File: src/rtl/core/bkps_fifo.sv
// Short transaction queue between the sorter's front and back ends.
// Generic over width and depth; no package dependencies.
module bkps_fifo #(
    parameter int WIDTH = 8,
    parameter int DEPTH = 2
) (
    input  logic             aclk,
    input  logic             aresetn,
    input  logic             in_valid,
    output logic             in_ready,
    input  logic [WIDTH-1:0] in_data,
    output logic             out_valid,
    input  logic             out_ready,
    output logic [WIDTH-1:0] out_data
);

    localparam int PTR_W = (DEPTH > 1) ? $clog2(DEPTH) : 1;
    localparam int CNT_W = $clog2(DEPTH + 1);
    localparam logic [PTR_W-1:0] LAST_PTR = PTR_W'(DEPTH - 1);
    localparam logic [CNT_W-1:0] FULL_CNT = CNT_W'(DEPTH);

    logic [WIDTH-1:0] mem_reg [DEPTH];
    logic [PTR_W-1:0] wr_ptr_reg, wr_ptr_next;
    logic [PTR_W-1:0] rd_ptr_reg, rd_ptr_next;
    logic [CNT_W-1:0] cnt_reg, cnt_next;
    logic             push, pop;

    assign in_ready  = (cnt_reg != FULL_CNT);
    assign out_valid = (cnt_reg != '0);
    assign out_data  = mem_reg[rd_ptr_reg];
    assign push      = in_valid && in_ready;
    assign pop       = out_valid && out_ready;

    always_comb begin
        wr_ptr_next = wr_ptr_reg;
        rd_ptr_next = rd_ptr_reg;
        cnt_next    = cnt_reg;
        if (push) begin
            wr_ptr_next = (wr_ptr_reg == LAST_PTR) ? '0 : wr_ptr_reg + PTR_W'(1);
        end
        if (pop) begin
            rd_ptr_next = (rd_ptr_reg == LAST_PTR) ? '0 : rd_ptr_reg + PTR_W'(1);
        end
        if (push && !pop) begin
            cnt_next = cnt_reg + CNT_W'(1);
        end else if (pop && !push) begin
            cnt_next = cnt_reg - CNT_W'(1);
        end
    end

    always_ff @(posedge aclk) begin
        if (!aresetn) begin
            wr_ptr_reg <= '0;
            rd_ptr_reg <= '0;
            cnt_reg    <= '0;
        end else begin
            wr_ptr_reg <= wr_ptr_next;
            rd_ptr_reg <= rd_ptr_next;
            cnt_reg    <= cnt_next;
        end
    end

    always_ff @(posedge aclk) begin
        if (push) begin
            mem_reg[wr_ptr_reg] <= in_data;
        end
    end

endmodule

File: config.mk
export PLATFORM = sky130hd
export DESIGN_NAME = bkps_fifo
export DESIGN_NICKNAME = d
export VERILOG_FILES = /design/src/rtl/core/bkps_fifo.sv
export SDC_FILE = /design/constraint.sdc
export NUM_CORES = 1
export LEC_CHECK = 0
export BUFFER_PORTS_ARGS = -buffer_cell sky130_fd_sc_hd__buf_4
export CORE_MARGIN = 5
export CORE_UTILIZATION = 35
export CTS_CLUSTER_DIAMETER = 80
export DETAILED_ROUTE_END_ITERATION = 8
export PLACE_DENSITY = 0.66
export SYNTH_ARGS = -nofsm -noshare
export SYNTH_HDL_FRONTEND = slang
export SYNTH_SLANG_ARGS = --single-unit
File: constraint.sdc
create_clock -name aclk -period 1.37 [get_ports aclk]
set_input_delay 0.137 -clock aclk [delete_from_list [all_inputs] [get_ports aclk]]
set_output_delay 0.137 -clock aclk [all_outputs]
set_load 0.02 [all_outputs]
==> flow_metrics.env <==
export IMPL_status="finished with violations"
export IMPL_failing_checks="negative setup slack"
export IMPL_path_cells="nand2b_4, and2_4, ha_4, xor2_2, or3_1, a21oi_2"
export IMPL_antenna_violating_nets_post_route=0
export IMPL_req_time_crit_path_ns=1.62
export IMPL_global_route_congestion_overflow_total=0
export IMPL_synthesis_yosys_warnings=0
export IMPL_critPathArrivalTime_ns=1.70
export IMPL_final_net_count=101
export IMPL_top_post_synthesis_cells_by_area="sky130_fd_sc_hd__edfxtp_1 (59%), sky130_fd_sc_hd__dfxtp_1 (12%), sky130_fd_sc_hd__mux2_2 (11%), sky130_fd_sc_hd__xor2_1 (3.2%), sky130_fd_sc_hd__nand2b_4 (1.7%)"
export IMPL_grt_pass1_vias=524
export IMPL_fin_worst_skew_ns=0.0124
export IMPL_buffer_levels_on_the_longest_clock_path=2
export IMPL_timing_final_setup_violations=1
export IMPL_insertedDiodeCount=0
export IMPL_placed_cell_area_mm2=0.00108
export IMPL_cts_buffers_inserted=3
export IMPL_numPortBuffers=21
export IMPL_gr_usage_all_layers=0.0875
export IMPL_dpl_hpwl_um=944
export IMPL_maximum_fanout_along_the_worst_path=3
export IMPL_worst_slew_pin_transition_ns=0.232
export IMPL_crit_path_start_kind="flop"
export IMPL_final_critical_path_setup_slack_ns=-0.0852
export IMPL_seq_area_frac_synth=0.717
export IMPL_worst_setup_slack_post_dpl_ns=-0.0441
export IMPL_globalplace_congestion=0.687
export IMPL_grt_first_pass_wirelength_um=2130
export IMPL_drv_cap=0
export IMPL_initial_core_util=0.366
export IMPL_holdCritPathClass="primary input to flop"
export IMPL_synthesis_nets=63
export IMPL_wl_per_cell_um=12.0
export IMPL_timing_critical_path_slowest_stage_cell="sky130_fd_sc_hd__dfxtp_2"
export IMPL_final_hold_worst_slack_ns=0.0149
export IMPL_placeableCoreArea_mm2=0.00221
export IMPL_clk_transition_reported_paths_ns=0.12
export IMPL_post_route_cells_drive_above_1_share=0.575
export IMPL_rsz0062_at_grt="yes"
export IMPL_post_route_drc_count=0
export IMPL_antenna_violations_before_repair=0
export IMPL_synthCells=50
export IMPL_dr_first_iter_drc_count=5
export IMPL_mapped_avg_cell_area_um2=16.2
export IMPL_cts_sinks=21
export IMPL_synth_seq_cells=21
export IMPL_pin_count=22
export IMPL_drt_wl_total_um=1380
export IMPL_ys_types=17
export IMPL_route_vias_total=505
export IMPL_clock_root_buffer="sky130_fd_sc_hd__clkbuf_4"
export IMPL_clock_latency_ns=0.31
export IMPL_grt_max_degree=14
export IMPL_timing_fmax_mhz=687
export IMPL_netlist_area_leader_share=0.594
export IMPL_cts_tree="built"
export IMPL_die_height_um=58.1
export IMPL_final_cell_mix="sky130_fd_sc_hd__buf_4 (16), sky130_fd_sc_hd__edfxtp_1 (16), sky130_fd_sc_hd__buf_6 (9), sky130_fd_sc_hd__mux2_4 (8), sky130_fd_sc_hd__dlygate4sd3_1 (7)"
export IMPL_cp_slowest_stage_delay_ns=0.35
export IMPL_p_leak_uw=0.000515
export IMPL_num_fill_cells=187
export IMPL_power_density_cell_area_mw_per_mm2=1740
export IMPL_ctsHtreeMaxLevel=1
export IMPL_area_growth_pct=56.9
export IMPL_hold_viol=0
export IMPL_post_synth_instance_area_um2=810
export IMPL_finish_instance_area_mm2=0.00127
export IMPL_yosys_top_cell_by_area="sky130_fd_sc_hd__edfxtp_1"
export IMPL_timing_setup_critical_path_class="flop to flop"
export IMPL_report_final_slew_viol_count=0
export IMPL_largest_reg_flops=16
export IMPL_layout_min_cycle_time_ns=1.46
export IMPL_period_share=1.06
export IMPL_relSlewSlack=0.844
export IMPL_die_area_mm2=0.00337
export IMPL_drtPass1Iterations=2
export IMPL_detail_route_vias_per_cell=4.39
export IMPL_reg2reg_setup_slack_ns=-0.09
export IMPL_worstSetupEndpointType="flop"
export IMPL_fp_row_count=17
export IMPL_max_rail_drop_vdd_uv=1130
export IMPL_post_cts_setup_driven_buffer_insertion_count=0
export IMPL_fp_dieW_um=58.1
synth_stat cells, drive strengths merged:
library cell	instances
nand2b	1
and3	1
nand3b	1
a21oi	2
dfxtp	5
xor2	3
ha	1
or2	1
inv	2
mux2	8
and2	1
nor2	3
o21ai	2
or3	1
edfxtp	16
buf	1
a21bo	1
cell type report:
cell class	instances	area (µm²)	area share
clock inverter	1	7.51	0.00591
sequential	21	587	0.462
timing repair buffer	34	332	0.261
multi-input combinational	26	279	0.220
tap	28	35.0	0.0276
inverter	2	7.51	0.00591
clock buffer	3	22.5	0.0177
per-layer routing:
metal	vias to the layer above	global-route usage	part of all wire
met1	230	0.0994	0.41
li1	255	-	-
met2	18	0.145	0.50
met5	-	0	0
met4	0	0.0497	0.015
met3	2	0.0267	0.075
where the power goes:
group | internal (µW) | total [µW] | switching (µW)
clock network | 111 | 303 | 191
registers | 820 | 915 | 94.4
logic | 589 | 995 | 406
path summary, 6_finish.rpt:
kind | startpoint | to | depth (start not counted)
worst max-delay path | cnt_reg[0] | cnt_reg[1] | 6
worst min register to register | rd_ptr_reg | rd_ptr_reg | 2
worst max register to register | cnt_reg[0] | cnt_reg[1] | 6
worst min-delay path | in_data[2] | mem_reg[0][2] | 1
metrics by stage:
step | setup TNS (ns) | util | power [µW] | cells
floorplan | -0.0273 | - | 1370 | 50
global placement | 0 | 0.490 | 1700 | 104
detailed placement | -0.0441 | 0.490 | 1720 | 104
CTS | -0.215 | 0.551 | 2150 | 114
global route | -0.583 | 0.574 | 2340 | 115
finish | -0.0852 | 0.574 | 2210 | 115
timing repair:
item | CTS | global route
pin swaps | 0 | 0
hold buffers | 6 | 1
setup endpoints to repair | 10 | 9
resized for setup | 14 | 10
hold endpoints to repair | 11 | 2
logic make-up after synthesis:
| kind of cell | synth area share |
|---|---|
| fa+ha+maj | 0.0155 |
| mux | 0.111 |
| compound gates | 0.0371 |
| xor+xnor | 0.0325 |
| buf+inv | 0.0155 |
| flops | 0.717 |
| simple gates | 0.0711 |
worst max-delay path: cells and delay by family, from the launching register on:
| kind | cells | cell delay [ns] |
|---|---|---|
| simple gates | 3 | 0.61 |
| flops | 1 | 0.35 |
| fa+ha+maj | 1 | 0.15 |
| compound gates | 1 | 0.15 |
| xor+xnor | 1 | 0.14 |
No activity file was read; power rests on OpenSTA's default activity.
