===== config.mk =====
export PLATFORM = sky130hd
export DESIGN_NAME = bkps_front
export DESIGN_NICKNAME = d
export VERILOG_FILES = /design/src/rtl/core/bkps_pkg.sv /design/src/rtl/core/bkps_front.sv
export SDC_FILE = /design/constraint.sdc
export NUM_CORES = 1
export LEC_CHECK = 0
export ABC_AREA = 1
export BUFFER_PORTS_ARGS = -buffer_cell sky130_fd_sc_hd__buf_2
export CORE_MARGIN = 2
export CORE_UTILIZATION = 27
export DETAILED_ROUTE_END_ITERATION = 10
export PLACE_DENSITY = 0.86
export SLEW_MARGIN = 20
export SYNTH_ARGS = -nofsm -noshare
export SYNTH_HDL_FRONTEND = slang
export SYNTH_SLANG_ARGS = --single-unit

===== constraint.sdc =====
create_clock -name aclk -period 2.1 [get_ports aclk]
set_input_delay 0.105 -clock aclk [delete_from_list [all_inputs] [get_ports aclk]]
set_output_delay 0.105 -clock aclk [all_outputs]
set_load 0.01 [all_outputs]

===== src/rtl/core/bkps_pkg.sv =====
// Shared types and constants of the bitonic key/payload sorter.
// No dependencies; every other file of the sorter but bkps_fifo refers to this package.
package bkps_pkg;

    localparam int ELEMENT_COUNT_DEF = 16;  // run length, a power of two
    localparam int QUEUE_DEPTH       = 2;   // entries between front and back
    localparam int WORD_W            = 32;  // key and payload width

    // back-end sequencer: gather a run, run the network, drain the run
    typedef enum logic [1:0] {
        BK_LOAD,
        BK_SORT,
        BK_EMIT
    } back_state_t;

    typedef struct packed {
        logic signed [WORD_W-1:0] key;
        logic signed [WORD_W-1:0] payload;
    } pair_t;

endpackage


===== src/rtl/core/bkps_front.sv =====
// Front end of the sorter: accepts key/payload transactions and tags each
// with its position in the run and an end-of-run flag. Uses bkps_pkg.
module bkps_front #(
    parameter int ELEMENT_COUNT = bkps_pkg::ELEMENT_COUNT_DEF
) (
    input  logic                                aclk,
    input  logic                                aresetn,
    input  logic                                s_valid,
    output logic                                s_ready,
    input  logic signed [bkps_pkg::WORD_W-1:0]  s_sort_key,
    input  logic signed [bkps_pkg::WORD_W-1:0]  s_payload,
    output logic                                q_valid,
    input  logic                                q_ready,
    output bkps_pkg::pair_t                     q_pair,
    output logic [$clog2(ELEMENT_COUNT)-1:0]    q_idx,
    output logic                                q_last
);

    localparam int IDX_W = $clog2(ELEMENT_COUNT);
    localparam logic [IDX_W-1:0] LAST_IDX = IDX_W'(ELEMENT_COUNT - 1);

    logic [IDX_W-1:0] cnt_reg;
    logic [IDX_W-1:0] cnt_next;

    assign s_ready        = q_ready;
    assign q_valid        = s_valid;
    assign q_pair.key     = s_sort_key;
    assign q_pair.payload = s_payload;
    assign q_idx          = cnt_reg;
    assign q_last         = (cnt_reg == LAST_IDX);

    // advance the run position on every accepted transaction, wrap at run end
    always_comb begin
        cnt_next = cnt_reg;
        if (s_valid && q_ready) begin
            cnt_next = q_last ? '0 : cnt_reg + IDX_W'(1);
        end
    end

    always_ff @(posedge aclk) begin
        if (!aresetn) begin
            cnt_reg <= '0;
        end else begin
            cnt_reg <= cnt_next;
        end
    end

endmodule


==> results.json, run 1 <==
{
  "reg2reg_depth": 4,
  "die-area_um2": 3020,
  "finalPower_uw": 205,
  "instances_no_fill": 74,
  "critical_path_required_ns": 2.00,
  "outcome": "completed",
  "fillers": 292,
  "clkSlewWorstSetupHoldPaths_ns": 0.04,
  "dpl.hpwl_um": 744,
  "cts_sinks": 4,
  "largest_register_ffs": 4,
  "ff_latch_area_um2": 80.1,
  "reg2reg_to": "q_idx[3]",
  "first_iter_violations": 3,
  "crit_family": "flip-flops",
  "fin_setup_tns_ns": 0,
  "dr.pass1.iters": 4,
  "grt_pass1_vias": 299,
  "cts_tree": "built",
  "drt_wl_total_um": 968,
  "hold_depth": 3,
  "p_per_area_nw_per_um2": 647,
  "final_cell_mix": "buf_2 (10), nor2_1 (6), inv_1 (5), nand2_1 (5), dfxtp_1 (4)",
  "grt.total_usage_pct": 6.37,
  "synth_cell_types": 12,
  "syn_to_final_growth_pct": -54.9,
  "overflow": 0,
  "drive_gt1_share_pct": 36.4,
  "peakVddDrop_mv": 0.490,
  "p_leak_nw": 0.168,
  "multi_input_area_um2": 104,
  "start_kind": "flop",
  "start_util_pct": 28.3,
  "pin_count": 139,
  "hold_violations": 0,
  "yosysWarnings": 0,
  "worst-path-buf-inv": 2,
  "finalMaxSlewViolations": 0,
  "critPathArrivalTime_ns": 1.11,
  "grt_max_degree": 6,
  "rsz0062_at_grt": "false",
  "critPathSlowestCell": "dfxtp_1",
  "post_cts_resize_count": 0,
  "avgRoutedWirePerCell_um": 13.1,
  "clk_path_buf_depth": 2,
  "timing.critical_path.slowest_cell_delay_ns": 0.37,
  "rows": 18,
  "timing.rr.start": "q_idx[0]",
  "maxCapViolCount": 0,
  "synth.yosys.seq_area_share_pct": 11.4,
  "numCtsBuffers": 3,
  "hold_buffers": 0,
  "skew_ns": 0.00748,
  "clk_latency_ns": 0.24,
  "drc": 0,
  "portBuffers": 10,
  "setup_viol": 0,
  "tightest_slew_ns": 0.208,
  "crit_type": "reg -> out",
  "setup_ws_ns": 0.880,
  "synthesis.nets": 166,
  "synth_cells": 97,
  "vias": 314,
  "cts_setup_buffers": 0,
  "ant_nets": 0,
  "root_buffer": "clkbuf_4",
  "antenna_found_initial": 0,
  "layout_commonest_cell": "buf_2",
  "path_cells": "ha_1, nand3_1, inv_1, buf_2",
  "max_freq_mhz": 820,
  "slew_headroom_pct": 86.0,
  "die_height_um": 55.0,
  "period_needed_ns": 1.22,
  "grt_pass1_wl_um": 1310,
  "place_congestion": 0.730,
  "cp-end-kind": "output pin",
  "min_from": "aresetn",
  "synth_seq_cells": 4,
  "avgViaCountPerCell": 4.24,
  "hold_path_class": "in -> reg",
  "avgSynthCellArea_um2": 7.24,
  "min_to": "q_idx[2]",
  "crit_fanout": 4,
  "nets": 115,
  "core_area_um2": 2480,
  "fp.dieW_um": 55.0,
  "synth.cell_area_um2": 702,
  "rrSetupSlack_ns": 1.01,
  "dp_slack_ns": 1.02,
  "min_period_over_period_pct": 58.1,
  "h-tree-depth": 1,
  "fin_util_pct": 12.8,
  "n_antenna_cell": 0,
  "place_inst": 71
}
## layer usage
metal  wire (µm)  vias to the layer above  GRT usage [%]
li1            -                      124              -
met2         376                       30           7.74
met5           0                        -              0
met1         283                      134           5.48
met3         196                       26           4.57
met4         111                        0           9.76
## how the worst max path moves through the flow
stage               slack [ns]        to  depth (start not counted)  startpoint
floorplan                 1.04  q_idx[3]                          4    q_idx[1]
global placement          1.06  q_idx[3]                          4    q_idx[0]
detailed placement        1.02  q_idx[3]                          4    q_idx[0]
CTS                       0.87    q_last                          4    q_idx[0]
global route              0.81    q_last                          4    q_idx[0]
finish                    0.88    q_last                          4    q_idx[0]
## final cells by class
type / instances / area share, %
clock buffers: 3 / 7.11
flip-flops and latches: 4 / 25.3
well taps: 30 / 11.9
repair buffers: 10 / 15.8
multi-input cells: 21 / 32.8
inverters: 6 / 7.11
## power by group
part	internal [mW]	leakage (nW)	switching, mW
Sequential	0.0793	0.0326	0.00273
Clock	0.0642	0.0138	0.0350
Combinational	0.00963	0.122	0.0139
## cell families (layout without fill, tap and decap cells)
group	Yosys count	in the layout	share of synthesized area, %
AOI/OAI and AO/OA	4	4	3.21
adders and majority gates	1	1	1.78
buffers and inverters	72	19	73.8
DFF	4	4	11.4
and+or+nand+nor	16	16	9.80
## cell usage after synthesis
library cell / instances / area share [%]
buf_4: 66 / 71
dfxtp_1: 4 / 11
ha_1: 1 / 1.8
inv_1: 5 / 2.7
inv_2: 1 / 0.53
nand2_1: 5 / 2.7
nand2_2: 2 / 1.8
nand3_1: 3 / 2.1
nor2_1: 6 / 3.2
o21ai_0: 2 / 1.4
o21ai_1: 1 / 0.71
o21bai_1: 1 / 1.1
## worst min-delay path, stage by stage
cell,delay [ns]
buf_2,0.10
o21ai_1,0.06
nor2_1,0.07
## stage by stage
stage	instance area [µm²]	hold slack, ns
global placement	294	0.210
floorplan	702	0.241
global route	317	0.171
CTS	317	0.134
detailed placement	294	0.210
finish	317	0.131
(Power assumes the default switching activity.)
==> inputs of run 2 (changes only) <==
Settings changed: CORE_UTILIZATION 27 to 25, PLACE_DENSITY 0.86 to 0.81.
Clock period 2.1 ns to 1.2 ns, I/O delays scaled along.
==> run 2 against run 1 <==
- via count decreased by 7.0%
- sequential share of layout area rose by 0.28 points
- combinational power rose by 77%
- routed wire length rose by 0.21%
- hold slack got worse by 0.050 ns
- count of clock-buffer cells in the layout stayed put
- die area grew 7.4%
- sequential power grew 77%
- register-to-register slack worse by 0.83 ns
- global-route usage is 0.14 points higher
- critical endpoint unchanged
==> results.json, run 2 (synthesized netlist as in run 1, its figures left out) <==
{
  "drive_gt1_share_pct": 43.2,
  "avgViaCountPerCell": 3.89,
  "hold_buffers": 0,
  "place_congestion": 0.718,
  "critPathArrivalTime_ns": 1.03,
  "portBuffers": 10,
  "avgRoutedWirePerCell_um": 12.9,
  "drc": 0,
  "die-area_um2": 3250,
  "max_freq_mhz": 914,
  "multi_input_area_um2": 106,
  "critical_path_required_ns": 1.14,
  "drt_wl_total_um": 970,
  "core_area_um2": 2710,
  "fp.dieW_um": 57.0,
  "period_needed_ns": 1.09,
  "cts_tree": "built",
  "grt_pass1_wl_um": 1510,
  "rows": 19,
  "final_cell_mix": "buf_2 (10), nor2_1 (6), inv_1 (5), nand2_1 (5)",
  "dpl.hpwl_um": 755,
  "hold_path_class": "in -> reg",
  "holdWs_ns": 0.0810,
  "vias": 292,
  "fillers": 332,
  "start_util_pct": 25.9,
  "path_cells": "ha_2, nand3_1, inv_1, buf_2",
  "ff_latch_area_um2": 82.6,
  "layout_commonest_cell": "buf_2",
  "outcome": "completed",
  "root_buffer": "clkbuf_4",
  "skew_ns": 0.00172,
  "p_per_area_nw_per_um2": 1090,
  "dr.pass1.iters": 4,
  "crit_fanout": 4,
  "overflow": 0,
  "finalMaxSlewViolations": 0,
  "post_cts_resize_count": 0,
  "numCtsBuffers": 3,
  "peakVddDrop_mv": 0.456,
  "grt.total_usage_pct": 6.50,
  "critPathSlowestCell": "dfxtp_2",
  "finalPower_uw": 352,
  "timing.critical_path.slowest_cell_delay_ns": 0.34,
  "tightest_slew_ns": 0.213,
  "cts_sinks": 4,
  "crit_type": "reg -> out",
  "antenna_found_initial": 0,
  "ant_nets": 0,
  "setup_viol": 0,
  "rrSetupSlack_ns": 0.18,
  "min_period_over_period_pct": 91.2,
  "grt_max_degree": 6,
  "h-tree-depth": 1,
  "nets": 115,
  "start_kind": "flop",
  "clkSlewWorstSetupHoldPaths_ns": 0.04,
  "cp-end-kind": "output pin",
  "clk_path_buf_depth": 2,
  "n_antenna_cell": 0,
  "rsz0062_at_grt": "false",
  "syn_to_final_growth_pct": -54.0,
  "clk_latency_ns": 0.23,
  "hold_violations": 0,
  "fin_setup_tns_ns": 0,
  "pin_count": 139,
  "grt_pass1_vias": 320,
  "largest_register_ffs": 4,
  "cts_setup_buffers": 0,
  "die_height_um": 57.0,
  "slew_headroom_pct": 85.6,
  "first_iter_violations": 4,
  "p_leak_nw": 0.166,
  "maxCapViolCount": 0
}
-- run 2: cell counts in the layout (fill, tap and decap cells not counted) --
No cell type changed its count.
-- run 2: cell type report --
class | instances | area share (%)
Sequential cell | 4 | 25.6
Timing Repair Buffer | 10 | 15.5
Tap cell | 31 | 12.0
Multi-Input combinational cell | 21 | 32.9
Inverter | 6 | 6.98
Clock buffer | 3 | 6.98
-- run 2: metrics by stage --
stage               std cells  area, µm²  util, %  worst slack, ns
floorplan                  97        702        -            0.145
finish                     75        323     11.9            0.106
CTS                        75        318     11.7           0.0528
global placement           72        295     10.9            0.164
global route               75        323     11.9           0.0306
detailed placement         72        295     10.9            0.129
-- run 2: worst max-delay path, delay by kind of cell (launching register included) --
| kind | cells | cell delay [ns] |
|---|---|---|
| fa+ha+maj | 1 | 0.19 |
| buf+inv | 2 | 0.18 |
| flops | 1 | 0.34 |
| simple gates | 1 | 0.09 |
-- run 2: path summary, 6_finish.rpt --
check	start	cells past startpoint	end
hold reg to reg	q_idx[1]	2	q_idx[1]
setup / recovery	q_idx[0]	4	q_last
hold / removal	aresetn	3	q_idx[1]
setup reg to reg	q_idx[0]	4	q_idx[3]
-- run 2: power breakdown --
| part | leakage [nW] | internal, mW | switching, mW | total, mW |
|---|---|---|---|---|
| registers | 0.0333 | 0.140 | 0.00513 | 0.145 |
| clock network | 0.0138 | 0.112 | 0.0534 | 0.165 |
| logic | 0.119 | 0.0172 | 0.0244 | 0.0415 |
-- run 2: layer usage --
metal / up-vias / wire [µm] / global-route usage (%)
met4: 0 / 179 / 16.9
met1: 112 / 278 / 4.84
met5: - / 0 / 0
li1: 121 / - / -
met3: 32 / 163 / 3.17
met2: 27 / 348 / 6.40
